### src/rtl/core/cpe_pkg.sv
// ----------------------------------------------------------------------------
// cpe_pkg
// Shared types and constants for the complex polynomial evaluator.
// ----------------------------------------------------------------------------
package cpe_pkg;

    localparam int DATA_WIDTH_DEF = 32;
    localparam int FIELD_W        = 32;
    localparam int MUL_CHUNK_W    = 32;
    localparam int STEP_W         = 2;
    localparam int ADDR_W         = 3;
    localparam int PDATA_W        = 32;

    localparam logic REG_POINT_REAL = 1'b0;
    localparam logic REG_POINT_IMAG = 1'b1;

    typedef struct packed {
        logic signed [FIELD_W-1:0] coeff_real;
        logic signed [FIELD_W-1:0] coeff_imag;
        logic                      last_coeff;
    } cpe_in_t;

    typedef struct packed {
        logic signed [FIELD_W-1:0] value_real;
        logic signed [FIELD_W-1:0] value_imag;
    } cpe_out_t;

    typedef struct packed {
        logic              load_in;
        logic              mul_en;
        logic              mul_first;
        logic [STEP_W-1:0] mul_step;
        logic              sel_term;
        logic              upd_power;
        logic              upd_acc;
        logic              load_out;
    } cpe_cmd_t;

endpackage

### src/rtl/core/cpe_ctrl.sv
// ----------------------------------------------------------------------------
// cpe_ctrl
// Sequencer: power update, term product, accumulate, result hand-off.
// ----------------------------------------------------------------------------
module cpe_ctrl #(
    parameter int DATA_WIDTH = cpe_pkg::DATA_WIDTH_DEF
) (
    input  logic               aclk,
    input  logic               aresetn,
    input  logic               s_valid,
    output logic               s_ready,
    input  logic               s_last,
    output logic               m_valid,
    input  logic               m_ready,
    output cpe_pkg::cpe_cmd_t  cmd
);
    import cpe_pkg::*;

    // partial products per real product
    localparam int NPP = (DATA_WIDTH > MUL_CHUNK_W) ? 3 : 1;
    localparam logic [STEP_W-1:0] STEP_LAST = STEP_W'(NPP - 1);

    typedef enum logic [2:0] {
        S_IDLE,
        S_MUL_P,
        S_CMB_P,
        S_MUL_T,
        S_CMB_T,
        S_OUT
    } state_t;

    state_t            state_reg, state_next;
    logic [STEP_W-1:0] step_reg, step_next;
    logic              last_reg, last_next;
    logic              m_valid_reg, m_valid_next;
    logic              accept;

    assign s_ready = (state_reg == S_IDLE);
    assign accept  = s_valid && s_ready;
    assign m_valid = m_valid_reg;

    always_comb begin
        state_next   = state_reg;
        step_next    = step_reg;
        last_next    = last_reg;
        m_valid_next = m_valid_reg;
        cmd          = '0;
        if (m_valid_reg && m_ready) begin
            m_valid_next = 1'b0;
        end
        case (state_reg)
            S_IDLE: begin
                if (accept) begin
                    cmd.load_in   = 1'b1;
                    cmd.mul_en    = 1'b1;
                    cmd.mul_first = 1'b1;
                    last_next     = s_last;
                    step_next     = STEP_W'(1);
                    state_next    = (NPP > 1) ? S_MUL_P : S_CMB_P;
                end
            end
            S_MUL_P: begin
                cmd.mul_en   = 1'b1;
                cmd.mul_step = step_reg;
                if (step_reg == STEP_LAST) begin
                    step_next  = '0;
                    state_next = S_CMB_P;
                end else begin
                    step_next = step_reg + STEP_W'(1);
                end
            end
            S_CMB_P: begin
                cmd.upd_power = 1'b1;
                step_next     = '0;
                state_next    = S_MUL_T;
            end
            S_MUL_T: begin
                cmd.mul_en    = 1'b1;
                cmd.mul_first = (step_reg == '0);
                cmd.mul_step  = step_reg;
                cmd.sel_term  = 1'b1;
                if (step_reg == STEP_LAST) begin
                    step_next  = '0;
                    state_next = S_CMB_T;
                end else begin
                    step_next = step_reg + STEP_W'(1);
                end
            end
            S_CMB_T: begin
                cmd.upd_acc = 1'b1;
                state_next  = last_reg ? S_OUT : S_IDLE;
            end
            S_OUT: begin
                if (!m_valid_reg || m_ready) begin
                    cmd.load_out = 1'b1;
                    m_valid_next = 1'b1;
                    state_next   = S_IDLE;
                end
            end
            default: begin
                state_next = S_IDLE;
            end
        endcase
    end

    always_ff @(posedge aclk) begin
        if (!aresetn) begin
            state_reg   <= S_IDLE;
            step_reg    <= '0;
            last_reg    <= 1'b0;
            m_valid_reg <= 1'b0;
        end else begin
            state_reg   <= state_next;
            step_reg    <= step_next;
            last_reg    <= last_next;
            m_valid_reg <= m_valid_next;
        end
    end

endmodule

### config.mk
export PLATFORM = sky130hd
export DESIGN_NAME = cpe_ctrl
export DESIGN_NICKNAME = d
export VERILOG_FILES = /design/src/rtl/core/cpe_pkg.sv /design/src/rtl/core/cpe_ctrl.sv
export SDC_FILE = /design/constraint.sdc
export NUM_CORES = 1
export LEC_CHECK = 0
export BUFFER_PORTS_ARGS = -buffer_cell sky130_fd_sc_hd__buf_2
export CORE_MARGIN = 2
export CORE_UTILIZATION = 31
export CTS_BUF_LIST = sky130_fd_sc_hd__clkbuf_4 sky130_fd_sc_hd__clkbuf_8
export CTS_CLUSTER_DIAMETER = 50
export CTS_CLUSTER_SIZE = 40
export DETAILED_ROUTE_END_ITERATION = 10
export PLACE_DENSITY = 0.57
export RECOVER_POWER = 25
export SYNTH_ARGS = -nofsm -noshare
export SYNTH_HDL_FRONTEND = slang
export SYNTH_SLANG_ARGS = --single-unit
### constraint.sdc
create_clock -name aclk -period 1.1 [get_ports aclk]
set_clock_uncertainty 0.1 [all_clocks]
set_input_delay 0.11 -clock aclk [delete_from_list [all_inputs] [get_ports aclk]]
set_output_delay 0.11 -clock aclk [all_outputs]
set_load 0.05 [all_outputs]
# == Word level (Yosys, flattened, before mapping) ==
# Index checks and enable logic that the tools add are counted.
# totals
register_bits,7
out_inout_bits,11
word_cells,47
# op_classes
add_sub_neg,1
n_eq_ne,9
muxes,22
reduce_logical,11
# op_table
cell,count
3-bit 2-to-1 mux,6
3-bit case mux with 6 select lines,1
1-bit 2-to-1 mux,9
"3-bit by 2-bit equality test with 1-bit output, second input constant",2
"3-bit equality test, second input constant",2
2-bit 2-to-1 mux,3
"2-bit != test, second input constant",3
2-bit case mux with 3 select lines,1
1-bit case mux with 2 select lines,2
2-bit AND reduction,2
4-bit AND reduction,1
"3-bit by 1-bit equality test with 1-bit output, second input constant",1
3-bit logical NOT,1
3-bit nonzero test,1
"2-bit by 1-bit adder with 2-bit output, second input constant",1
1-bit logical AND,2
2-bit logical NOT,1
"2-bit by 1-bit != test with 1-bit output, second input constant",1
2-bit OR reduction,1
1-bit logical NOT,1
1-bit logical OR,1

# == Depth between registers and ports, before layout ==
# Gate-level depths: netlist (run 1).
# depth
word_depth,4
mapped_depth,5
mapped_depth_nobuf,5

# == Least setup slack after synthesis (run 1) ==
# No wires, ideal clock.
# synth_timing
path_type,register to output
start,reg state_reg[1]
end,out cmd[2] (netlist bit)
t_arrival_ns,1.684
required_time_ns,0.890
slack_ns,-0.794
path_stages_with_launch,3
path_cell_list,dfxtp_1 > buf_2 > nor3b_1
# synth_lines
element,line_no,text
"start, declared",cpe_ctrl.sv:32,"state_t state_reg, state_next;"
"start signal, assigned",cpe_ctrl.sv:113,state_reg <= state_next;
"end, declared",cpe_ctrl.sv:15,output cpe_pkg::cpe_cmd_t cmd

==> results of run 1 <==
-- per-layer routing --
metal,up-vias,GRT usage [%]
met1,230,19.9
met3,5,3.02
met2,14,23.6
li1,245,-
met5,-,0
met4,0,7.50
-- per-stage QoR --
step / instances / worst slack, ns / power, mW / setup TNS [ns] / area [um^2]
after global placement: 87 / -0.268 / 0.861 / -2.72 / 642
final: 100 / -0.474 / 1.41 / -4.29 / 955
after detailed placement: 87 / -0.273 / 0.861 / -2.76 / 642
after global routing: 100 / -0.519 / 1.48 / -5.07 / 955
after floorplan: 51 / -0.625 / 0.724 / -2.86 / 504
after CTS: 101 / -0.433 / 1.42 / -4.64 / 948
-- worst paths after layout --
path                              from                         to  slack [ns]  cells past startpoint
min reg2reg      last_reg$_SDFFE_PN0P_      last_reg$_SDFFE_PN0P_        0.37                      2
max           step_reg[0]$_SDFFE_PN0P_                     cmd[6]       -0.47                      5
min                            m_ready         m_valid$_SDFF_PN0_        0.05                      3
max reg2reg  state_reg[1]$_SDFFE_PN0P_  state_reg[2]$_SDFFE_PN0P_       -0.20                      6
-- layout by cell type, fill, tap and decap left out, types with 2 or more instances in the layout --
cell      synthesis  final
nand2_1           3      3
and3_4            0      2
nand3b_1          2      2
o21ai_1           2      2
buf_8             0      7
buf_4             0     12
o21a_1            2      2
nor2_4            0      2
buf_2             1      5
nand2b_1          3      2
buf_6             2      9
ha_4              0      2
or2_4             0      2
and2_4            0      3
inv_2             0      2
nor3_4            1      2
dfxtp_4           0      3
clkbuf_4          0      4
dfxtp_2           0      3
nor2b_4           0      2
-- cell type report --
class	count	area share, %
Inverter	2	0.786
Multi-Input combinational cell	38	43.1
Clock buffer	4	3.15
Tap cell	15	1.97
Timing Repair Buffer	34	34.7
Sequential cell	7	16.3
-- critical path, delay by kind of cell (launching register included) --
| kind | cells | cell delay (ns) |
|---|---|---|
| buffers and inverters | 2 | 0.20 |
| AND/OR/NAND/NOR | 2 | 0.42 |
| flip-flops | 1 | 0.33 |
| adder cells (fa/ha/maj) | 1 | 0.16 |
-- power by group through the flow --
stage	clock network [mW]	registers [mW]	logic (mW)
5_1_grt	0.280	0.329	0.866
4_1_cts	0.275	0.324	0.816
3_5_place_dp	0	0.319	0.542
2_1_floorplan	0	0.304	0.420
3_3_place_gp	0	0.319	0.541
6_report	0.269	0.324	0.820
-- what timing repair did --
item	CTS	global route
gates resized for setup	56	7
hold buffers	1	0
endpoints found under the setup margin	16	16
pin swaps	15	10
setup buffers	11	4
endpoints found under the hold margin	1	0
-- logic make-up after synthesis --
logic type	count (synthesis)
simple gates	26
compound gates	9
flops	7
buf+inv	6
fa+ha+maj	2
xor+xnor	1
==> implementation parameters, run 1 <==
Parameter                              Value

Synth
  Share of the synthesized area in compound gates (AO/OA/AOI/OAI)    14.6%
  Seq cells post-synth    7
  Net count after synthesis    58
  Most numerous cell types in the synthesized netlist    dfxtp_1 (7), and2_1 (3), nand2_1 (3), nand2b_1 (3)
  Top FF cell, synth    dfxtp_1
  Count of distinct cell types in the synthesized netlist    29
  Number of warnings printed during yosys synthesis    0
  Area fraction of the dominant cell type after synthesis    30.3%
  Cell type with the largest total area after synthesis    dfxtp_1
  Mux contribution to synthesized area    0%
  Number of enable-type register cells in the synthesized netlist    0
  Gate Count Post-Synth    51
  Post-synth ARST share    0%
  Avg Inst Size Synth    9.08 um^2
  Cell types with the largest area share after synthesis    dfxtp_1 (30%), ha_1 (5.4%), nor4b_4 (5.1%)
  Post-Synth Adder-Cell Area    5.41%
  Post-synthesis xor/xnor area fraction    1.89%
  Main combinational cell family by area after synthesis    simple AND/OR/NAND/NOR gates
  Portion of the post-synthesis area used by sequential elements    30.3%
  Synthesized-area fraction occupied by and/or/nand/nor cells    39.5%
  Most repeated cell in the gate-level netlist after synthesis    dfxtp_1
  Post-Syn Area    463 um^2

Clock network
  Clock insertion delay at the later pin of the skew report    0.26 ns
  TritonCTS buffer count    3
  Root buf cell    clkbuf_4
  Post-CTS clock slew at the launch and capture registers of the worst setup and hold paths    0.05 ns
  H-tree depth reported by CTS    1
  Maximum buffer depth of the clock tree    2
  Number of sinks handled by clock tree synthesis    7
  TritonCTS clock tree    done

Outcome
  Outcome    finished with violations
  Violated checks    setup timing

Detailed routing
  Average vias per placed instance    4.94
  Vias    494
  Met3 layer wire length in the routed design    50 um
  Detailed-routing iteration count for the pre-antenna-repair pass    3
  Max layer used    met4
  ANT nets after route    0
  Drt drc    0
  Metal1 wirelength    555 um
  Post-detailed-routing wire length    1250 um
  Drt first-iter violations    5
  Metal2 WL    607 um
  Average routed wire per standard cell    12.5 um

Timing
  Min Tclk post-route    1.57 ns
  Max_slew headroom    77.6%
  RSZ-0062 raised after global routing    true
  Final number of max-transition violations    0
  Hold slack    0.0525 ns
  Final clock period utilization by the worst path    143%
  Final critical-path setup slack    -0.474 ns
  Setup Viol. Count Final    15
  Final Hold Violating Endpoints    0
  Timing-limited maximum frequency    635 MHz
  Tightest Pin Transition    0.335 ns

Floorplanning
  Core Footprint    1350 um^2
  Ports placed on the boundary    16
  DIE WIDTH    42.6 um
  Row Count    13
  Initial Utilization    34.3%
  Die Area    1820 um^2
  Height of the die    42.6 um

Final layout
  Largest register FFs    3
  Multi-input combinational cell area    412 um^2
  Syn-to-layout area delta    106%
  Layout cell share with drive strength beyond 1    80.0%
  Storage cell area    155 um^2
  Antenna cells    0
  Count of filler cells inserted in the layout    111
  Share of the core filled with cells in the final layout    70.7%
  Post-layout net count    93

Setup path
  Worst setup EP type    output pin
  Worst endpoint required time    0.89 ns
  Slowest stage delay, CP    0.33 ns
  Critical Setup Path Class    reg -> out
  Cell breakdown of the critical path    inv_2 > ha_4 > and3_4 > or2_4 > buf_8
  Category of the worst setup path launch point    flop
  Slowest CP cell    dfxtp_2
  Data arrival time at the worst-slack endpoint    1.36 ns
  Top fanout value on the critical path    2

Placement
  Number of buffers added on ports    15
  RD Place Congestion    0.730
  Half-perimeter wire length of the detailed placement result    739 um

Global routing
  Sum of overflow across all layers after global routing    0
  Overall Global Routing Usage    15.3%
  Global-route wire length before repair    2080 um
  Vias in the first global route    476
  Maximum number of pins on one net before global-route repair    10
  Antenna violations before repair    0

Pwr
  Part of the power in combinational logic    58.0%
  Leak pwr    0.416 nW
  P_sw    0.544 mW
  Seq pwr share    23.0%
  Internal cell power    0.869 mW
  Switching share of power    38.5%
  Clock network fraction of design power    19.1%
  Peak supply drop    0.890 mV
  Power per cell area    1480 nW/um^2

Hold path
  Class of the most critical hold timing path    in -> reg

Job
  Max-capacitance violation count    0
(Power assumes the default switching activity.)
==> run 2: changes to the inputs <==
--- a/config.mk
+++ b/config.mk
@@ -5,6 +5,7 @@
 export SDC_FILE = /design/constraint.sdc
 export NUM_CORES = 1
 export LEC_CHECK = 0
+export ABC_AREA = 1
 export BUFFER_PORTS_ARGS = -buffer_cell sky130_fd_sc_hd__buf_2
 export CORE_MARGIN = 2
 export CORE_UTILIZATION = 31
==> implementation parameters, run 2 <==
Parameter                              Value

Pwr
  Power after layout    1.48 mW
  Leak pwr    0.434 nW
  Peak supply drop    1.33 mV
  Power per cell area    1550 nW/um^2

Floorplanning
  Height of the die    41.6 um
  Initial Utilization    33.3%
  Ports placed on the boundary    16
  DIE WIDTH    41.6 um
  Row Count    13
  Die Area    1730 um^2
  Core Footprint    1320 um^2

Hold path
  Worst min-delay path startpoint    m_ready
  Class of the most critical hold timing path    in -> reg

Clock network
  Root buf cell    clkbuf_4
  TritonCTS buffer count    3
  Clock insertion delay at the later pin of the skew report    0.26 ns
  Post-CTS clock slew at the launch and capture registers of the worst setup and hold paths    0.06 ns
  H-tree depth reported by CTS    1
  Number of sinks handled by clock tree synthesis    7
  TritonCTS clock tree    done
  Maximum buffer depth of the clock tree    2

Detailed routing
  Detailed-routing iteration count for the pre-antenna-repair pass    2
  ANT nets after route    0
  Average routed wire per standard cell    12.4 um
  Drt first-iter violations    3
  Post-detailed-routing wire length    1470 um
  Average vias per placed instance    4.80
  Drt drc    0
  Vias    571

Synth
  Number of warnings printed during yosys synthesis    0
  Post-synth ARST share    0%
  Net count after synthesis    74
  Cell type with the largest total area after synthesis    dfxtp_1
  Portion of the post-synthesis area used by sequential elements    31.9%
  Count of distinct cell types in the synthesized netlist    17
  Seq cells post-synth    7
  Cell types with the largest area share after synthesis    dfxtp_1 (32%), inv_1 (10%), nor2_1 (9.4%)
  Most repeated cell in the gate-level netlist after synthesis    inv_1
  Most numerous cell types in the synthesized netlist    inv_1 (12), nor2_1 (11), nand2_1 (8), a21oi_1 (7), dfxtp_1 (7)
  Top FF cell, synth    dfxtp_1
  Avg Inst Size Synth    6.55 um^2
  Post-Syn Area    439 um^2
  Area fraction of the dominant cell type after synthesis    31.9%
  Number of enable-type register cells in the synthesized netlist    0
  Gate Count Post-Synth    67

Timing
  Final number of max-transition violations    0
  Min Tclk post-route    1.48 ns
  Final Hold Violating Endpoints    0
  Hold slack    0.0490 ns
  Tightest Pin Transition    0.274 ns
  Setup Total Neg Slack    -3.69 ns
  Final critical-path setup slack    -0.380 ns
  Setup Viol. Count Final    16
  RSZ-0062 raised after global routing    true
  Timing-limited maximum frequency    676 MHz
  Final clock period utilization by the worst path    135%
  Max_slew headroom    81.7%

Final layout
  Antenna cells    0
  Most frequent cells in the layout    buf_4 (14), buf_6 (9), nor2_4 (7)
  Most common cell after layout, fill and taps aside    buf_4
  Layout cell share with drive strength beyond 1    74.0%
  Area of all placed cells without fillers    955 um^2
  Post-layout net count    112
  Count of filler cells inserted in the layout    103
  Largest register FFs    3
  Syn-to-layout area delta    117%

Global routing
  Antenna violations before repair    0
  Global-route wire length before repair    2250 um
  Vias in the first global route    511
  Overall Global Routing Usage    17.2%
  Maximum number of pins on one net before global-route repair    6
  Sum of overflow across all layers after global routing    0

Placement
  Half-perimeter wire length of the detailed placement result    927 um
  Placement Setup Slack    -0.187 ns
  Area post-placement    702 um^2
  Number of buffers added on ports    15
  RD Place Congestion    0.776

Outcome
  Violated checks    setup timing
  Outcome    finished with violations

Setup path
  Category of the worst setup path launch point    flop
  Critical path startpoint    state_reg[0]$_SDFFE_PN0P_
  Worst endpoint required time    0.89 ns
  Top fanout value on the critical path    4
  Worst setup EP type    output pin
  Critical Setup Path Class    reg -> out
  Source of the worst register-to-register timing path    state_reg[2]$_SDFFE_PN0P_
  Data arrival time at the worst-slack endpoint    1.27 ns

Job
  Max-capacitance violation count    0
-- run 2: repair_timing --
item	CTS	global route
resized for setup	31	19
setup endpoints to repair	16	17
pin swaps	5	6
hold buffers	2	0
setup buffers	1	4
endpoints found under the hold margin	2	0
-- run 2: where the power goes --
group          switching, mW  internal [mW]  total [mW]
sequential            0.0356          0.289       0.324
clock                  0.107          0.133       0.240
combinational          0.528          0.390       0.918
-- run 2: worst paths after layout --
path,slack [ns],cells past startpoint,endpoint
hold reg to reg,0.39,2,last_reg$_SDFFE_PN0P_
setup / recovery,-0.38,6,cmd[6]
hold / removal,0.05,4,m_valid$_SDFF_PN0_
setup reg to reg,-0.12,6,state_reg[2]$_SDFFE_PN0P_
-- run 2: cells by family after synthesis --
| family | Yosys count | share of synthesized area, % |
|---|---|---|
| AOI/OAI and AO/OA | 11 | 13.7 |
| DFF | 7 | 31.9 |
| and+or+nand+nor | 31 | 33.9 |
| adders and majority gates | 2 | 5.70 |
| buffers and inverters | 16 | 14.8 |
-- run 2: final cells by class --
cell class,count,area [um^2],share of cell area [%]
sequential,7,153,16.0
clock buffer,3,22.5,2.36
multi-input combinational,44,363,38.0
timing repair buffer,34,312,32.6
tap,15,18.8,1.97
clock inverter,1,5.00,0.524
inverter,15,81.3,8.52
-- run 2: stage by stage --
step / std cells / utilization, %
CTS: 115 / 64.9
detailed placement: 108 / 53.3
finish: 119 / 72.5
global route: 119 / 72.5
global placement: 108 / 53.3
floorplan: 67 / -
-- run 2: metal layers --
metal	wire [um]	GRT usage [%]	vias to the layer above
li1	-	-	288
met1	568	17.9	269
met2	832	31.3	10
met3	40	3.91	4
met4	29	9.68	0
met5	0	0	-
-- run 2: worst max-delay path, stage by stage (launching register included) --
cell	delay [ns]
dfxtp_2	0.35
nor2_4	0.12
inv_2	0.05
nor2_4	0.11
nand2_4	0.12
o21ai_4	0.08
buf_6	0.17
